File: config.mk
export PLATFORM = sky130hd
export DESIGN_NAME = keypad_code_lock_flat
export DESIGN_NICKNAME = d
export VERILOG_FILES = /design/src/rtl/kcl_pkg.sv /design/src/rtl/kcl_if.sv /design/src/rtl/kcl_in_stage.sv /design/src/rtl/kcl_lock_core.sv /design/src/rtl/keypad_code_lock.sv /design/src/flat_wrapper.sv
export SDC_FILE = /design/constraint.sdc
export NUM_CORES = 1
export LEC_CHECK = 0
export BUFFER_PORTS_ARGS = -buffer_cell sky130_fd_sc_hd__buf_2
export CAP_MARGIN = 10
export CORE_MARGIN = 2
export CORE_UTILIZATION = 40
export CTS_BUF_LIST = sky130_fd_sc_hd__clkbuf_2
export CTS_CLUSTER_SIZE = 14
export DETAILED_ROUTE_END_ITERATION = 8
export PLACE_DENSITY_LB_ADDON = 0.08
export SYNTH_ARGS = -nofsm -noshare
export SYNTH_HDL_FRONTEND = slang
export SYNTH_SLANG_ARGS = --single-unit
File: constraint.sdc
create_clock -name clk_i -period 4.7 [get_ports clk_i]
set_input_delay 0.47 -clock clk_i [delete_from_list [all_inputs] [get_ports clk_i]]
set_output_delay 0.47 -clock clk_i [all_outputs]
set_load 0.02 [all_outputs]
File: src/rtl/kcl_pkg.sv
// ----------------------------------------------------------------------------
// kcl_pkg
// shared widths, reset values, register indexes and beat types for the
// keypad code lock
// ----------------------------------------------------------------------------
package kcl_pkg;

  localparam int NumKeys    = 10;
  localparam int LevelW     = 10;
  localparam int KeyW       = 4;
  localparam int LenW       = 4;
  localparam int DigitW     = 4;
  localparam int CodeW      = 32;
  localparam int CfgIdxW    = 2;
  localparam int MaxCodeLen = 8;

  localparam logic [LevelW-1:0] KeyMask =
    LevelW'((64'd1 << NumKeys) - 64'd1);

  localparam logic [LenW-1:0]  MaxLen          = LenW'(MaxCodeLen);
  localparam logic [CodeW-1:0] ResetCodeDigits = 32'h5891_7331;
  localparam logic [LenW-1:0]  ResetCodeLength = LenW'(MaxCodeLen);

  localparam logic [CfgIdxW-1:0] CfgCodeDigits = 2'd0;
  localparam logic [CfgIdxW-1:0] CfgCodeLength = 2'd1;

  typedef struct packed {
    logic              valid;
    logic [LevelW-1:0] levels;
  } stage_t;

  typedef struct packed {
    logic            press_seen;
    logic [KeyW-1:0] pressed_key;
    logic [LenW-1:0] digits_matched;
    logic            unlocked;
  } result_t;

  // lowest set bit index, zero when none
  function automatic logic [KeyW-1:0] lowest_set(input logic [LevelW-1:0] v);
    logic [KeyW-1:0] k;
    k = '0;
    for (int i = LevelW - 1; i >= 0; i--) begin
      if (v[i]) begin
        k = KeyW'(i);
      end
    end
    return k;
  endfunction

endpackage

File: src/rtl/kcl_if.sv
// ----------------------------------------------------------------------------
// kcl_if
// valid/ready channels of the keypad code lock: scans, results, config writes
// ----------------------------------------------------------------------------
interface kcl_scan_if;
  logic                       valid;
  logic                       ready;
  logic [kcl_pkg::LevelW-1:0] button_levels;

  modport source (output valid, output button_levels, input ready);
  modport sink   (input valid, input button_levels, output ready);
endinterface

interface kcl_result_if;
  logic                     valid;
  logic                     ready;
  logic                     press_seen;
  logic [kcl_pkg::KeyW-1:0] pressed_key;
  logic [kcl_pkg::LenW-1:0] digits_matched;
  logic                     unlocked;

  modport source (output valid, output press_seen, output pressed_key,
                  output digits_matched, output unlocked, input ready);
  modport sink   (input valid, input press_seen, input pressed_key,
                  input digits_matched, input unlocked, output ready);
endinterface

interface kcl_cfg_if;
  logic                        valid;
  logic                        ready;
  logic [kcl_pkg::CfgIdxW-1:0] index;
  logic [kcl_pkg::CodeW-1:0]   data;

  modport source (output valid, output index, output data, input ready);
  modport sink   (input valid, input index, input data, output ready);
endinterface

File: src/rtl/kcl_in_stage.sv
// ----------------------------------------------------------------------------
// kcl_in_stage
// input register for scan beats; refills in the cycle the core takes a beat
// ----------------------------------------------------------------------------
module kcl_in_stage (
  input  logic                       clk_i,
  input  logic                       rst_ni,
  input  logic                       valid_i,
  input  logic [kcl_pkg::LevelW-1:0] levels_i,
  output logic                       ready_o,
  input  logic                       take_i,
  output kcl_pkg::stage_t            stage_o
);

  logic                       valid_q, valid_d;
  logic [kcl_pkg::LevelW-1:0] levels_q;
  logic                       accept;

  assign ready_o = !valid_q || take_i;
  assign accept  = valid_i && ready_o;

  always_comb begin
    valid_d = valid_q;
    if (accept) begin
      valid_d = 1'b1;
    end else if (take_i) begin
      valid_d = 1'b0;
    end
  end

  always_ff @(posedge clk_i or negedge rst_ni) begin
    if (!rst_ni) begin
      valid_q <= 1'b0;
    end else begin
      valid_q <= valid_d;
    end
  end

  always_ff @(posedge clk_i) begin
    if (accept) begin
      levels_q <= levels_i;
    end
  end

  assign stage_o.valid  = valid_q;
  assign stage_o.levels = levels_q;

endmodule

File: src/rtl/kcl_lock_core.sv
// ----------------------------------------------------------------------------
// kcl_lock_core
// edge detect, key select, digit compare, lock state and result register
// ----------------------------------------------------------------------------
module kcl_lock_core (
  input  logic                      clk_i,
  input  logic                      rst_ni,
  input  kcl_pkg::stage_t           stage_i,
  output logic                      take_o,
  input  logic [kcl_pkg::CodeW-1:0] code_digits_i,
  input  logic [kcl_pkg::LenW-1:0]  code_length_i,
  output logic                      out_valid_o,
  input  logic                      out_ready_i,
  output kcl_pkg::result_t          result_o
);

  logic [kcl_pkg::LevelW-1:0] prev_q, prev_d;
  logic [kcl_pkg::LenW-1:0]   progress_q, progress_d;
  logic                       open_q, open_d;
  logic                       out_valid_q, out_valid_d;
  kcl_pkg::result_t           result_q, result_d;

  logic [kcl_pkg::LevelW-1:0] levels;
  logic [kcl_pkg::LevelW-1:0] rising;
  logic                       seen;
  logic [kcl_pkg::KeyW-1:0]   key;
  logic [kcl_pkg::LenW-1:0]   len_eff;
  logic [kcl_pkg::DigitW-1:0] digit;
  logic                       match;
  logic [kcl_pkg::LenW-1:0]   prog_next;

  assign take_o = stage_i.valid && (!out_valid_q || out_ready_i);

  assign levels  = stage_i.levels & kcl_pkg::KeyMask;
  assign rising  = levels & ~prev_q;
  assign seen    = |rising;
  assign key     = kcl_pkg::lowest_set(rising);
  assign len_eff = (code_length_i > kcl_pkg::MaxLen) ? kcl_pkg::MaxLen : code_length_i;
  assign digit   = code_digits_i[{progress_q[2:0], 2'b00} +: kcl_pkg::DigitW];
  assign match   = (progress_q < len_eff) && (digit == key);

  always_comb begin
    prog_next = progress_q;
    if (seen) begin
      prog_next = match ? progress_q + 1'b1 : '0;
    end
  end

  always_comb begin
    prev_d      = prev_q;
    progress_d  = progress_q;
    open_d      = open_q;
    result_d    = result_q;
    out_valid_d = out_valid_q;
    if (out_ready_i) begin
      out_valid_d = 1'b0;
    end
    if (take_o) begin
      out_valid_d = 1'b1;
      if (open_q) begin
        result_d.press_seen     = 1'b0;
        result_d.pressed_key    = '0;
        result_d.digits_matched = progress_q;
        result_d.unlocked       = 1'b1;
      end else begin
        prev_d                  = levels;
        progress_d              = prog_next;
        open_d                  = (prog_next >= len_eff);
        result_d.press_seen     = seen;
        result_d.pressed_key    = key;
        result_d.digits_matched = prog_next;
        result_d.unlocked       = (prog_next >= len_eff);
      end
    end
  end

  always_ff @(posedge clk_i or negedge rst_ni) begin
    if (!rst_ni) begin
      prev_q      <= '0;
      progress_q  <= '0;
      open_q      <= 1'b0;
      out_valid_q <= 1'b0;
    end else begin
      prev_q      <= prev_d;
      progress_q  <= progress_d;
      open_q      <= open_d;
      out_valid_q <= out_valid_d;
    end
  end

  always_ff @(posedge clk_i) begin
    result_q <= result_d;
  end

  assign out_valid_o = out_valid_q;
  assign result_o    = result_q;

  // once open, the lock stays open until reset
  a_open_sticky: assert property (@(posedge clk_i) disable iff (!rst_ni)
    open_q |=> open_q) else $error("lock closed without reset");

  // no scan history is kept while open
  a_prev_frozen: assert property (@(posedge clk_i) disable iff (!rst_ni)
    open_q |=> $stable(prev_q)) else $error("scan history moved while open");

  a_progress_range: assert property (@(posedge clk_i) disable iff (!rst_ni)
    progress_q <= kcl_pkg::MaxLen) else $error("progress out of range");

  a_key_without_press: assert property (@(posedge clk_i) disable iff (!rst_ni)
    (out_valid_q && !result_q.press_seen) |-> (result_q.pressed_key == '0))
    else $error("key reported without a press");

  a_open_result: assert property (@(posedge clk_i) disable iff (!rst_ni)
    (take_o && open_q) |=> (result_q.unlocked && !result_q.press_seen))
    else $error("open lock reported a press");

endmodule

File: src/rtl/keypad_code_lock.sv
// ----------------------------------------------------------------------------
// keypad_code_lock
// combination lock fed by keypad scans: lowest-numbered rising button is the key press,
// compared in order against a configurable code of up to eight digits
//
//   channel  | dir | beat
//   ---------+-----+--------------------------------------------------------
//   scan_i   | in  | button_levels
//   result_o | out | press_seen, pressed_key, digits_matched, unlocked
//   cfg_i    | in  | index (0 code_digits, 1 code_length), data
//
// one scan per cycle sustained while results drain; each scan beat passes
// the input register, then edge/compare logic into the result register
// a stalled result register holds the input register, which still takes a
// new scan in the cycle the result drains; config writes are always ready
// reset restores the default code 1,3,3,7,1,9,8,5 of length eight, locked
// ----------------------------------------------------------------------------
module keypad_code_lock (
  input  logic        clk_i,
  input  logic        rst_ni,
  kcl_cfg_if.sink     cfg_i,
  kcl_scan_if.sink    scan_i,
  kcl_result_if.source result_o
);

  logic [kcl_pkg::CodeW-1:0] code_digits_q;
  logic [kcl_pkg::LenW-1:0]  code_length_q;
  logic                      cfg_write;
  logic                      take;
  kcl_pkg::stage_t           stage;
  kcl_pkg::result_t          result;

  assign cfg_i.ready = 1'b1;
  assign cfg_write   = cfg_i.valid && cfg_i.ready;

  always_ff @(posedge clk_i or negedge rst_ni) begin
    if (!rst_ni) begin
      code_digits_q <= kcl_pkg::ResetCodeDigits;
      code_length_q <= kcl_pkg::ResetCodeLength;
    end else if (cfg_write) begin
      unique case (cfg_i.index)
        kcl_pkg::CfgCodeDigits: code_digits_q <= cfg_i.data;
        kcl_pkg::CfgCodeLength: code_length_q <= cfg_i.data[kcl_pkg::LenW-1:0];
        default: ;
      endcase
    end
  end

  kcl_in_stage u_in_stage (
    .clk_i    (clk_i),
    .rst_ni   (rst_ni),
    .valid_i  (scan_i.valid),
    .levels_i (scan_i.button_levels),
    .ready_o  (scan_i.ready),
    .take_i   (take),
    .stage_o  (stage)
  );

  kcl_lock_core u_lock_core (
    .clk_i         (clk_i),
    .rst_ni        (rst_ni),
    .stage_i       (stage),
    .take_o        (take),
    .code_digits_i (code_digits_q),
    .code_length_i (code_length_q),
    .out_valid_o   (result_o.valid),
    .out_ready_i   (result_o.ready),
    .result_o      (result)
  );

  assign result_o.press_seen     = result.press_seen;
  assign result_o.pressed_key    = result.pressed_key;
  assign result_o.digits_matched = result.digits_matched;
  assign result_o.unlocked       = result.unlocked;

endmodule
File: src/flat_wrapper.sv
// flat-port wrapper written by rule: the top's interface ports become plain ports
module keypad_code_lock_flat 
  (clk_i, rst_ni, cfg_i_valid, cfg_i_index, cfg_i_data, cfg_i_ready, scan_i_valid, scan_i_button_levels, scan_i_ready, result_o_valid, result_o_press_seen, result_o_pressed_key, result_o_digits_matched, result_o_unlocked, result_o_ready);
  kcl_cfg_if cfg_i_i ();
  kcl_scan_if scan_i_i ();
  kcl_result_if result_o_i ();
  input  logic clk_i;
  input  logic rst_ni;
  input wire logic [$bits(cfg_i_i.valid)-1:0] cfg_i_valid;
  input wire logic [$bits(cfg_i_i.index)-1:0] cfg_i_index;
  input wire logic [$bits(cfg_i_i.data)-1:0] cfg_i_data;
  output wire logic [$bits(cfg_i_i.ready)-1:0] cfg_i_ready;
  input wire logic [$bits(scan_i_i.valid)-1:0] scan_i_valid;
  input wire logic [$bits(scan_i_i.button_levels)-1:0] scan_i_button_levels;
  output wire logic [$bits(scan_i_i.ready)-1:0] scan_i_ready;
  output wire logic [$bits(result_o_i.valid)-1:0] result_o_valid;
  output wire logic [$bits(result_o_i.press_seen)-1:0] result_o_press_seen;
  output wire logic [$bits(result_o_i.pressed_key)-1:0] result_o_pressed_key;
  output wire logic [$bits(result_o_i.digits_matched)-1:0] result_o_digits_matched;
  output wire logic [$bits(result_o_i.unlocked)-1:0] result_o_unlocked;
  input wire logic [$bits(result_o_i.ready)-1:0] result_o_ready;
  assign cfg_i_i.valid = cfg_i_valid;
  assign cfg_i_i.index = cfg_i_index;
  assign cfg_i_i.data = cfg_i_data;
  assign cfg_i_ready = cfg_i_i.ready;
  assign scan_i_i.valid = scan_i_valid;
  assign scan_i_i.button_levels = scan_i_button_levels;
  assign scan_i_ready = scan_i_i.ready;
  assign result_o_valid = result_o_i.valid;
  assign result_o_press_seen = result_o_i.press_seen;
  assign result_o_pressed_key = result_o_i.pressed_key;
  assign result_o_digits_matched = result_o_i.digits_matched;
  assign result_o_unlocked = result_o_i.unlocked;
  assign result_o_i.ready = result_o_ready;
  keypad_code_lock u_core (.clk_i(clk_i), .rst_ni(rst_ni), .cfg_i(cfg_i_i), .scan_i(scan_i_i), .result_o(result_o_i));
endmodule
======== Word-level counts from Yosys, hierarchy flattened ========
Cells that the tools add are included.
word-level totals
  flip-flop bits (word level) ............. 73
  input bits .............................. 49
  output and inout port bits .............. 13
operators by class
  add/subtract/negate cells ............... 1
  order comparisons ....................... 3
  equal/unequal tests ..................... 2
  shift-type cells ........................ 1
  multiplexer cells ....................... 19
  bitwise operators ....................... 3
  reductions and logical operators ........ 14
operator list
  operator                                                         number
  4-bit two-way mux                                                13
  32-bit by 6-bit variable part select with 4-bit output           1
  10-bit bitwise AND                                               1
  10-bit inverter                                                  1
  10-bit OR reduction                                              1
  2-bit AND reduction                                              3
  1-bit two-way mux                                                5
  5-bit two-way mux                                                1
  4-bit by 1-bit adder with 4-bit output, second input constant    1
  4-bit == test                                                    1
  4-bit >= comparator                                              1
  4-bit > comparator, second input constant                        1
  4-bit less-than comparator                                       1
  2-bit nonzero test                                               2
  1-bit logical AND                                                3
  2-bit by 1-bit == test with 1-bit output, second input constant  1
  1-bit logical NOT                                                2
  2-bit logical NOT                                                1
  1-bit logical OR                                                 2
  1-bit inverter                                                   1

======== Logic depth before layout (Yosys ltp) ========
  depth in word-level cells ............... 18
  mapped depth ............................ 16

======== Cells and area by module ========
A second synthesis with hierarchy kept.
unflattened totals
  cell total of the unflattened synthesis .. 273
  area, all modules ....................... 3,607.2 µm²
modules (own cells, without submodules)
  module            instances  cells an instance  area each (µm²)  sequential area each (µm²)
  kcl_lock_core     1          179                1,849.3          700.7
  keypad_code_lock  1          79                 1,396.3          919.6
  kcl_in_stage      1          15                 361.6            325.3

======== Least setup slack after synthesis ========
OpenSTA, ideal clock, no wires.
  path kind ............................... reg-to-reg
  from .................................... register u_core.code_length_q[3] in the netlist's numbering
  to ...................................... register u_core.u_lock_core.result_q (netlist bit u_core.u_lock_core.result_o[0]), data pin
  library setup time ...................... 0.264 ns
  data arrival time ....................... 3.331 ns
  path slack .............................. 1.105 ns
  cell stages (with the launch flop) ...... 16
  buffers on the path ..................... 0
  path through ............................ dfstp_2 -> inv_1 -> nand2_1 -> ha_1 -> o21ai_0 -> o21bai_1 -> a21oi_1 -> or4b_1 -> a21oi_2 -> nand3_1 -> mux2_2 -> ha_1 -> nand2b_1 -> a21o_1 -> a21o_1 -> a211o_1
between the ends
  longest elaborated chain between the ends .. 7
ends and longest elaborated chain
  item                        line                    text
  start: declaration          keypad_code_lock.sv:27  logic [kcl_pkg::LenW-1:0] code_length_q;
  start signal: assignment    keypad_code_lock.sv:39  code_length_q <= kcl_pkg::ResetCodeLength;
  start signal: assignment    keypad_code_lock.sv:43  kcl_pkg::CfgCodeLength: code_length_q <= cfg_i.data[kcl_pkg::LenW-1:0];
  4-bit > comparator          kcl_lock_core.sv:38     assign len_eff = (code_length_i > kcl_pkg::MaxLen) ? kcl_pkg::MaxLen : code_length_i;
  4-bit two-way mux (*)       kcl_lock_core.sv:38
  4-bit less-than comparator  kcl_lock_core.sv:40     assign match = (progress_q < len_eff) && (digit == key);
  1-bit logical AND           kcl_lock_core.sv:40
  4-bit two-way mux           kcl_lock_core.sv:45     prog_next = match ? progress_q + 1'b1 : '0;
  4-bit two-way mux           kcl_lock_core.sv:44     if (seen) begin
  4-bit >= comparator (*)     kcl_lock_core.sv:72     result_d.unlocked = (prog_next >= len_eff);
  end signal: assignment      kcl_lock_core.sv:92     result_q <= result_d;
  end: declaration            kcl_lock_core.sv:21     kcl_pkg::result_t result_q, result_d;
Mark *: on every way between the ends. The rest lies on a longest branch, timed or not.
A chain may end at the register's enable or synchronous reset.

======== Worst setup path after layout ========
  from .................................... register u_core.u_lock_core.progress_q[2] in the netlist's numbering
  to ...................................... register u_core.u_lock_core.result_q (netlist bit u_core.u_lock_core.result_o[0]), data pin
between the ends
  longest elaborated chain between the ends .. 6
  elaborated cells between the ends (all ways) .. 8
  those cells by class .................... 1 x add/sub; 2 x order compare; 1 x eq/ne; 1 x shift; 2 x mux; 1 x reduce/logical
ends and longest elaborated chain
  item                                                    line                 text
  start: declaration                                      kcl_lock_core.sv:18  logic [kcl_pkg::LenW-1:0] progress_q, progress_d;
  start signal: assignment                                kcl_lock_core.sv:85  progress_q <= progress_d;
  32-bit by 6-bit variable part select with 4-bit output  kcl_lock_core.sv:39  assign digit = code_digits_i[{progress_q[2:0], 2'b00} +: kcl_pkg::DigitW];
  4-bit == test                                           kcl_lock_core.sv:40
  1-bit logical AND                                       kcl_lock_core.sv:40
  4-bit two-way mux                                       kcl_lock_core.sv:45
  4-bit two-way mux (*)                                   kcl_lock_core.sv:44
  4-bit >= comparator (*)                                 kcl_lock_core.sv:72
Marked as above.

==> results.txt <==
Hold Violations, Final - 0
Initial Utilization - 41.6%
GRT Overall Usage - 14.9%
Maximum clock rate - 259 MHz
DP Worst Slack - 0.885 ns
Worst-Skew Late Latency - 0.50 ns
Reg2reg end - u_core.u_lock_core.result_o[0]
Via/cell ratio - 5.13
# hold bufs at CTS - 0
Final GP Congestion - 0.840
Layout cell share with drive strength beyond 1 - 46.3%
CP Class - register to register
Starting DRT DRC Count - 83
CTS tree - built
Top Ports - 62
RSZ-0062 raised after global routing - no
Grt ovf - 0
Drt wl/cell - 15.0 µm
RR Startpoint - u_core.u_lock_core.progress_q[2]
Via count - 2220
First-pass GRT wire length - 11100 µm
Setup Viol. Count Final - 0
Library cells used by synthesis - 42
Number of nets still failing antenna checks after routing - 0
Required @ worst endpoint - 4.97 ns
Total chip power - 1.76 mW
Rows - 33
Post-Syn Area - 3440 µm²
CP endpoint kind - register
N_diodes - 0
Core Box Area - 8260 µm²
DP HPWL - 4750 µm
Die width - 96.7 µm
CTS clk-pin slew, worst paths - 0.22 ns
Antenna violations before repair - 0
Die height - 96.7 µm
MaxCap Viol Count - 0
Data arrival, critical path - 4.14 ns
Slew @ Worst Pin - 0.976 ns
Pwr dens - 441 nW/µm²
Vias in the first global route - 2230
Register area share after synthesis - 56.6%
Setup crit start kind - register
Fillers - 789
Worst Hold Class - input pin to asynchronous set/reset pin
Max-slew violations - 0
Status - finished, final reports clean
Post-Route WL - 6500 µm
Die ar. - 9350 µm²
DRC viols - 0
Largest net degree at the start of global routing - 54
Crit Path Max Fanout - 14
Final WS setup - 0.832 ns
First drt pass iteration count - 4
Fin Clk Skew - 0.0274 ns
Fin crit period - 3.87 ns
Buffers on Ports - 60
Leak pwr - 1.65 nW
Peak VDD IR - 0.000165 V
Post-route clock period utilization - 82.3%
Placed cell areas - 3860 µm²
TNS Setup - 0 ns
CP Launch Point - u_core.u_lock_core.progress_q[2]
Synth Area per Inst - 13.4 µm²
CTS root buffer - clkbuf_2
Mapped Cells - 257
Rel. slew slack - 34.7%
Clock buffer depth - 2
Area growth from synthesis to layout - 15.8%
Postcts setup bufs - 0
H-tree levels - 3
Clk sinks - 73
Final #Nets - 380
Reg2Reg Setup Slack - 0.83 ns
Post-cts repair resize count - 0
Syn nets - 314
Synthesized flop and latch total - 73
Post-route cell area - 3980 µm²
CTS Buf Count - 9
Reg2Reg Depth - 13
Ys Warns - 0
stage by stage:
step	hold WS [ns]	cells	utilization, %
after global routing	0.0135	433	48.2
final	0.0359	433	48.2
after CTS	0.0274	433	48.2
after detailed placement	0.483	417	46.8
after floorplan	0.174	257	-
after global placement	0.473	417	46.8
flip-flops by register name, indices dropped and copies added (netlist names):
name                            cells
u_core.u_in_stage.valid_q           1
u_core.u_lock_core.open_q           1
u_core.u_lock_core.result_o        10
u_core.u_in_stage.levels_q         10
u_core.u_lock_core.out_valid_o      1
u_core.u_lock_core.progress_q       4
u_core.code_digits_q               32
u_core.u_lock_core.prev_q          10
u_core.code_length_q                4
kinds of logic (layout without fill, tap and decap cells):
kind of cell	after synthesis	after routing	share of synthesized area, %
XOR/XNOR	1	1	0.255
multiplexers	57	57	21.2
flip-flops	73	73	56.6
buffers and inverters	16	87	1.93
AND/OR/NAND/NOR	69	69	10.9
AO/OA/AOI/OAI	32	32	6.12
adder cells (fa/ha/maj)	8	8	2.91
other	1	1	0.109
critical path, stage by stage (launching register included):
cell,delay [ns]
dfrtp_1,0.75
ha_1,0.33
o21ai_0,0.07
o21bai_1,0.08
a21oi_1,0.19
or4b_1,0.47
a21oi_2,0.27
nand3_1,0.14
mux2_2,0.28
ha_1,0.28
nand2b_1,0.14
a21o_1,0.18
a21o_1,0.17
a211o_1,0.30
worst max path at each step:
stage,end
after floorplan,u_core.u_lock_core.result_o[0]
after CTS,u_core.u_lock_core.result_o[0]
after global routing,u_core.u_lock_core.result_o[0]
after detailed placement,u_core.u_lock_core.result_o[0]
final,u_core.u_lock_core.result_o[0]
after global placement,u_core.u_lock_core.result_o[0]
metal layers:
metal,track usage [%],share of wire (%)
met5,0,0
met3,6.36,6.6
met2,22.6,46
met4,4.12,1.1
met1,19.7,46
area by class of cell:
type / count / area [µm²] / share of cell area, %
repair buffers: 64 / 330 / 8.30
clock buffers: 10 / 50.0 / 1.26
inverters: 7 / 26.3 / 0.660
multi-input cells: 168 / 1430 / 35.9
flip-flops and latches: 73 / 1950 / 48.9
clock inverters: 6 / 67.6 / 1.70
well taps: 105 / 131 / 3.30
power by group:
group / switching [mW] / leakage (nW) / internal (mW) / total [mW]
combinational: 0.266 / 0.770 / 0.246 / 0.512
sequential: 0.0756 / 0.809 / 0.811 / 0.887
clock: 0.229 / 0.0685 / 0.127 / 0.356
synth_stat cells (all sizes together):
cell,number,area (µm²)
nor3b,1,7.51
and4,1,8.76
a222oi,1,10.0
and2,2,12.5
nor2,5,18.8
nand3,6,30.0
dfstp,15,394
or3,1,6.26
nand2b,16,100
o221ai,1,8.76
conb,1,3.75
mux4,8,180
nand2,20,75.1
o21a,1,7.51
nor3,5,25.0
nor4b,1,8.76
o21ai,13,65.1
nor2b,4,25.0
or4,1,7.51
or4b,1,10.0
clkbuf,6,22.5
ha,8,100
edfxtp,20,601
nand4b,2,17.5
o211ai,6,50.1
a21o,2,15.0
nand3b,2,15.0
inv,7,26.3
o21bai,1,7.51
buf,3,17.5
xor2,1,8.76
a21oi,5,28.8
nand4,1,6.26
a211o,1,8.76
mux2i,3,30.0
mux2,46,518
dfrtp,38,951
a311oi,1,8.76
cells in the final DEF (no fill, tap or decap), types with 10 or more instances in the layout:
cell type / instances
buf_2: 60
mux2_2: 46
dfrtp_1: 38
nand2_1: 20
edfxtp_1: 20
nand2b_1: 16
dfstp_2: 15
o21ai_0: 12
clkbuf_2: 10
Note: power is estimated with default switching activity, not from simulation.
